File: config.mk
export PLATFORM = sky130hd
export DESIGN_NAME = rmq_isqrt
export DESIGN_NICKNAME = d
export VERILOG_FILES = /design/src/hdl/rotation_matrix_to_quaternion_defines.svh /design/src/hdl/rmq_pkg.sv /design/src/hdl/rmq_isqrt.sv
export SDC_FILE = /design/constraint.sdc
export NUM_CORES = 2
export LEC_CHECK = 0
export ABC_AREA = 1
export BUFFER_PORTS_ARGS = -buffer_cell sky130_fd_sc_hd__buf_2
export CAP_MARGIN = 30
export CORE_MARGIN = 3
export CORE_UTILIZATION = 40
export CTS_CLUSTER_DIAMETER = 100
export DETAILED_ROUTE_END_ITERATION = 8
export HOLD_SLACK_MARGIN = 0.06
export PLACE_DENSITY_LB_ADDON = 0.25
export SLEW_MARGIN = 20
export SYNTH_ARGS = -nofsm -noshare
export SYNTH_HDL_FRONTEND = slang
export SYNTH_SLANG_ARGS = --single-unit
export TNS_END_PERCENT = 1
File: constraint.sdc
create_clock -name clk_i -period 2.25 [get_ports clk_i]
set_input_delay 0 -clock clk_i [delete_from_list [all_inputs] [get_ports clk_i]]
set_output_delay 0 -clock clk_i [all_outputs]
set_load 0.01 [all_outputs]
File: src/hdl/rotation_matrix_to_quaternion_defines.svh
// Assertion shorthands used by the top-level RTL.
`ifndef ROTATION_MATRIX_TO_QUATERNION_DEFINES_SVH
`define ROTATION_MATRIX_TO_QUATERNION_DEFINES_SVH

// Whenever ante holds, cons holds in the same cycle.
`define RMQ_ASSERT_IMPL(name, clk, rstn, ante, cons) \
  name: assert property (@(posedge clk) disable iff (!rstn) (ante) |-> (cons)) \
    else $error("assertion failed: implication");

// bad never holds.
`define RMQ_ASSERT_NEVER(name, clk, rstn, bad) \
  name: assert property (@(posedge clk) disable iff (!rstn) !(bad)) \
    else $error("assertion failed: forbidden condition");

`endif

File: src/hdl/rmq_pkg.sv
`timescale 1ns / 1ps

package rmq_pkg;

  localparam int IN_W          = 16;
  localparam int OUT_W         = 16;
  localparam int FRAC_BITS_DEF = 14;
  // normalized magnitudes: top bit of the largest at NORM_MSB
  localparam int NORM_MSB      = 27;
  localparam int NORM_W        = NORM_MSB + 1;
  localparam int RAD_W         = 2 * NORM_W + 2;
  localparam int ROOT_W        = RAD_W / 2;
  localparam int REM_W         = ROOT_W + 3;
  // side band through the root: degenerate, four signs, four magnitudes
  localparam int ROOT_SIDE_W   = 4 * NORM_W + 5;
  localparam int DIV_SIDE_W    = 5;

  typedef logic [3:0][NORM_W-1:0] norm4_t;

  typedef struct packed {
    logic signed [IN_W-1:0] i_basis_x;
    logic signed [IN_W-1:0] i_basis_y;
    logic signed [IN_W-1:0] i_basis_z;
    logic signed [IN_W-1:0] j_basis_x;
    logic signed [IN_W-1:0] j_basis_y;
    logic signed [IN_W-1:0] j_basis_z;
    logic signed [IN_W-1:0] k_basis_x;
    logic signed [IN_W-1:0] k_basis_y;
    logic signed [IN_W-1:0] k_basis_z;
  } mat_t;

  typedef struct packed {
    logic signed [OUT_W-1:0] quat_w;
    logic signed [OUT_W-1:0] quat_i;
    logic signed [OUT_W-1:0] quat_j;
    logic signed [OUT_W-1:0] quat_k;
    logic                    degenerate;
  } quat_t;

endpackage

File: src/hdl/rmq_isqrt.sv
`timescale 1ns / 1ps

// Pipelined floor square root, one result bit per stage.
module rmq_isqrt #(
  parameter int SIDE_W = 1
) (
  input  logic                        clk_i,
  input  logic                        rst_ni,
  input  logic                        en_i,
  input  logic                        valid_i,
  input  logic [rmq_pkg::RAD_W-1:0]   rad_i,
  input  logic [SIDE_W-1:0]           side_i,
  output logic                        valid_o,
  output logic [rmq_pkg::ROOT_W-1:0]  root_o,
  output logic [SIDE_W-1:0]           side_o
);
  import rmq_pkg::*;

  logic [ROOT_W-1:0] v_q;
  logic [ROOT_W-1:0] v_d;
  logic [RAD_W-1:0]  rad_q [ROOT_W];
  logic [RAD_W-1:0]  rad_in [ROOT_W];
  logic [REM_W-1:0]  rem_q [ROOT_W];
  logic [REM_W-1:0]  rem_in [ROOT_W];
  logic [REM_W-1:0]  rem_n [ROOT_W];
  logic [REM_W-1:0]  trial [ROOT_W];
  logic [ROOT_W-1:0] root_q [ROOT_W];
  logic [ROOT_W-1:0] root_in [ROOT_W];
  logic [SIDE_W-1:0] side_q [ROOT_W];
  logic [SIDE_W-1:0] side_in [ROOT_W];
  logic [ROOT_W-1:0] ge;

  assign v_d = {v_q[ROOT_W-2:0], valid_i};

  always_comb begin
    rad_in[0]  = rad_i;
    rem_in[0]  = '0;
    root_in[0] = '0;
    side_in[0] = side_i;
    for (int k = 1; k < ROOT_W; k++) begin
      rad_in[k]  = rad_q[k-1];
      rem_in[k]  = rem_q[k-1];
      root_in[k] = root_q[k-1];
      side_in[k] = side_q[k-1];
    end
    for (int k = 0; k < ROOT_W; k++) begin
      // bring down the next two radicand bits, try (2*root)*2+1
      rem_n[k] = {rem_in[k][REM_W-3:0], rad_in[k][RAD_W-1 -: 2]};
      trial[k] = {1'b0, root_in[k], 2'b01};
      ge[k]    = rem_n[k] >= trial[k];
    end
  end

  always_ff @(posedge clk_i or negedge rst_ni) begin
    if (!rst_ni) begin
      v_q <= '0;
    end else if (en_i) begin
      v_q <= v_d;
    end
  end

  always_ff @(posedge clk_i) begin
    if (en_i) begin
      for (int k = 0; k < ROOT_W; k++) begin
        rad_q[k]  <= rad_in[k] << 2;
        rem_q[k]  <= ge[k] ? (rem_n[k] - trial[k]) : rem_n[k];
        root_q[k] <= {root_in[k][ROOT_W-2:0], ge[k]};
        side_q[k] <= side_in[k];
      end
    end
  end

  assign valid_o = v_q[ROOT_W-1];
  assign root_o  = root_q[ROOT_W-1];
  assign side_o  = side_q[ROOT_W-1];

endmodule

==> qor.csv <==
stage,metric,value,unit
outcome,status,"complete, but fails checks",
worst_setup_path,crit_path_max_incr_delay,500,ps
final_layout,stdcell_area,142500,sq um
power,p_sw,0.03683,W
clock_tree,cts_root_buf,clkbuf_16,
power,switching_share,30.48,%
logic_synthesis,ys_top_cells_by_count,"nand2_1, inv_1, edfxtp_1",
worst_setup_path,arrival,2960,ps
power,power_density,847.9,nW/um^2
power,peakVddDrop,0.6409,mV
place,placedCellCount,17797,
logic_synthesis,seq_area_frac_synth,55.80,%
power,power_frac_seq,42.5,%
sta,period_needed,2313,ps
place,place_area,128300,sq um
worst_setup_path,reg2reg_to,rem_q[1][70],
logic_synthesis,synthMostInstantiatedCell,nand2_1,
global_routing,grt_overflow,0,
sta,max_freq,432.3,MHz
sta,fin_ws,-63.06,ps
worst_setup_path,reg2reg_from,root_q[1][36],
route,via_per_inst,4.768,
worst_setup_path,worstPathCellList,"inv_2, ha_4, nand2_1, nand2_2, nand2_2, nand2_2, nand2_1, a21oi_2, nor2_2, nand3_4, buf_12, clkbuf_16, nand2_1, nand2_1",
logic_synthesis,ys_warn_count,0,
clock_tree,path_clk_slew,60,ps
worst_setup_path,crit_start,root_q[1][36],
clock_tree,clkLatencyLatePin,890,ps
clock_tree,cts_sinks,2103,
logic_synthesis,ys.flop_type,edfxtp_1,
logic_synthesis,yosysTopAreaCell,edfxtp_1,
final_layout,fin_cells,18480,
power,leakage,64.92,nW
place,place_congestion,0.9382,
global_routing,antenna_found_initial,1,
clock_tree,cts_made_buffers,231,
place,io_buffers,93,
worst_setup_path,path_common_cell,nand2_1,
sta,worstMarginPinSlew,651.2,ps
logic_synthesis,ys_types,57,
die,num_rows,194,
logic_synthesis,synth_nets,13281,
place,dpl.hpwl,233100,microns
hold_path,min_to,rad_q[0][35],
worst_setup_path,critPathMaxFanout,6,
worst_setup_path,criticalPathCategory,flop to flop,
route,wl,303700,microns
worst_setup_path,end_kind,flop,
global_routing,grt_max_degree,78,
die,die_area,288700,sq um
sta,period_share,102.8,%
logic_synthesis,ys_ff_latch,2103,
route,firstDrtPassIters,7,
hold_path,hp-class,primary input to flop,
hold_path,hold_depth,2,
sta,slew_headroom,56.59,%
worst_setup_path,start_kind,flop,
logic_synthesis,synth_area_leaders,"edfxtp_1, nand2_1, inv_1, ha_1, nand3_1",
die,core-area,280100,sq um
clock_tree,cts_tree,done,
logic_synthesis,synth_edf_count,2074,
die,die_x,537.3,microns
die,io-pin-count,94,
global_routing,grt_pass1_wl,464200,microns
final_layout,area_delta_synth_final,26.20,%
global_routing,grt_pass1_vias,83588,
route,detail_route.iter0.violations,6298,
worst_setup_path,cp.required,2890,ps
sta,grt_setup_unrepaired,yes,
route,drc_errors,0,
worst_setup_path,r2r_cells,14,
power,p_comb_share,25.3,%
logic_synthesis,syn_area,112900,sq um
power,p_total,0.1208,W
global_routing,grtUsageTotal,20.36,%
power,p_int,0.08399,W
worst_setup_path,r2r_slack,-60,ps
outcome,violations,negative setup slack,
final_layout,final_util,50.87,%
logic_synthesis,postSynthAreaPerCell,8.855,sq um
hold_path,hp-start,en_i,
job,maxCapViolations,0,
power,clkPwrFrac,32.2,%
sta,finalHoldViolations,0,
die,start_util,40.31,%
sta,skew,80.90,ps
die,fp.dieH,537.3,microns
clock_tree,clk_path_buf_depth,4,
route,route.antenna.remaining_nets,0,
final_layout,drive_gt1_share,18.58,%
logic_synthesis,synthCells,12752,
logic_synthesis,synth_top_cell_area_share,55.16,%
route,drt-wirelength-per-cell,16.43,microns
final_layout,nets,15097,
sta,setup_viol,36,
route,vias,88113,
worst_setup_path,slowest_stage,edfxtp_1,
clock_tree,cts_max_level,4,
sta,maxSlewViolCount,0,
logic_synthesis,async_reset_ff_share,1.379,%
-- cell usage in the layout, fill, tap and decap left out, types with 241 or more instances in the layout --
cell type and instances:
inv_1 2195, nand3_1 749, edfxtp_1 2074, nand2_1 4061, ha_1 274, buf_4 1364, clkbuf_16 241, o21ai_0 255
nor2_1 901, a21oi_1 412
-- worst max path at each step --
stage | end | cells past startpoint | slack [ps]
2_1_floorplan | rem_q[1][288] | 12 | 190
3_3_place_gp | rem_q[0][449] | 11 | -460
3_5_place_dp | rem_q[0][449] | 11 | -470
4_1_cts | rem_q[1][147] | 12 | -80
5_1_grt | rem_q[1][308] | 11 | -140
6_report | rem_q[1][70] | 14 | -60
-- final cells by class --
class	instances	area, sq um
Clock inverter	156	1810
Timing Repair Buffer	1697	14120
Multi-Input combinational cell	8260	44350
Inverter	2275	8572
Sequential cell	2103	63010
Tap cell	3724	4659
Antenna cell	1	2.502
Fill cell	26078	137600
Clock buffer	264	5968
-- logic make-up (layout without fill, tap and decap cells) --
kind of cell | Yosys count | after routing | synth area share [%]
xor gates and xnor gates | 330 | 330 | 2.560
DFF | 2103 | 2103 | 55.80
and+or+nand+nor | 6560 | 6560 | 23.93
AOI/OAI and AO/OA | 902 | 902 | 4.253
adders and majority gates | 466 | 466 | 5.164
buffers and inverters | 2389 | 4392 | 8.284
other | 1 | 2 | 0.003321
muxes | 1 | 1 | 0.009972
-- power groups by stage --
stage               logic, W  clock network (W)  registers [W]
detailed placement    0.0280                  0         0.0520
global placement      0.0279                  0         0.0519
CTS                   0.0286             0.0401         0.0512
floorplan             0.0168                  0         0.0505
finish                0.0306             0.0389         0.0514
global route          0.0343             0.0415         0.0518
-- repair_timing --
item	in CTS	in global routing
pin swaps	5	101
gates cloned	0	7
setup endpoints to repair	323	713
gates resized for setup	117	662
hold endpoints to repair	1995	0
setup buffers	1	127
hold buffers	127	0
-- state kept, by name, indices dropped and copies added, names as in the netlist --
register	count
root_q	435
v_q	29
rad_q	812
rem_q	798
side_q	29
-- critical path, delay by kind of cell (launching register included) --
kind	cells	cell delay [ps]
DFF	1	500
and+or+nand+nor	9	840
AOI/OAI and AO/OA	1	70
adders and majority gates	1	210
buffers and inverters	3	440
-- metrics by stage --
stage	hold WS, ps	setup WS [ps]	setup TNS, ps
after global routing	181.2	-136.2	-21190
after CTS	142.2	-81.03	-971.4
after floorplan	-295.6	187.7	0
after global placement	59.16	-460.6	-15880
after detailed placement	62.71	-466.4	-17080
final	189.6	-63.06	-991.9
-- routing by layer --
| metal | global-route usage [%] | wire (microns) |
|---|---|---|
| met5 | 0 | 0 |
| met4 | 5.698 | 8521 |
| met1 | 27.90 | 138300 |
| met2 | 34.39 | 143600 |
| met3 | 2.020 | 13310 |
No activity file was read; power rests on OpenSTA's default activity.
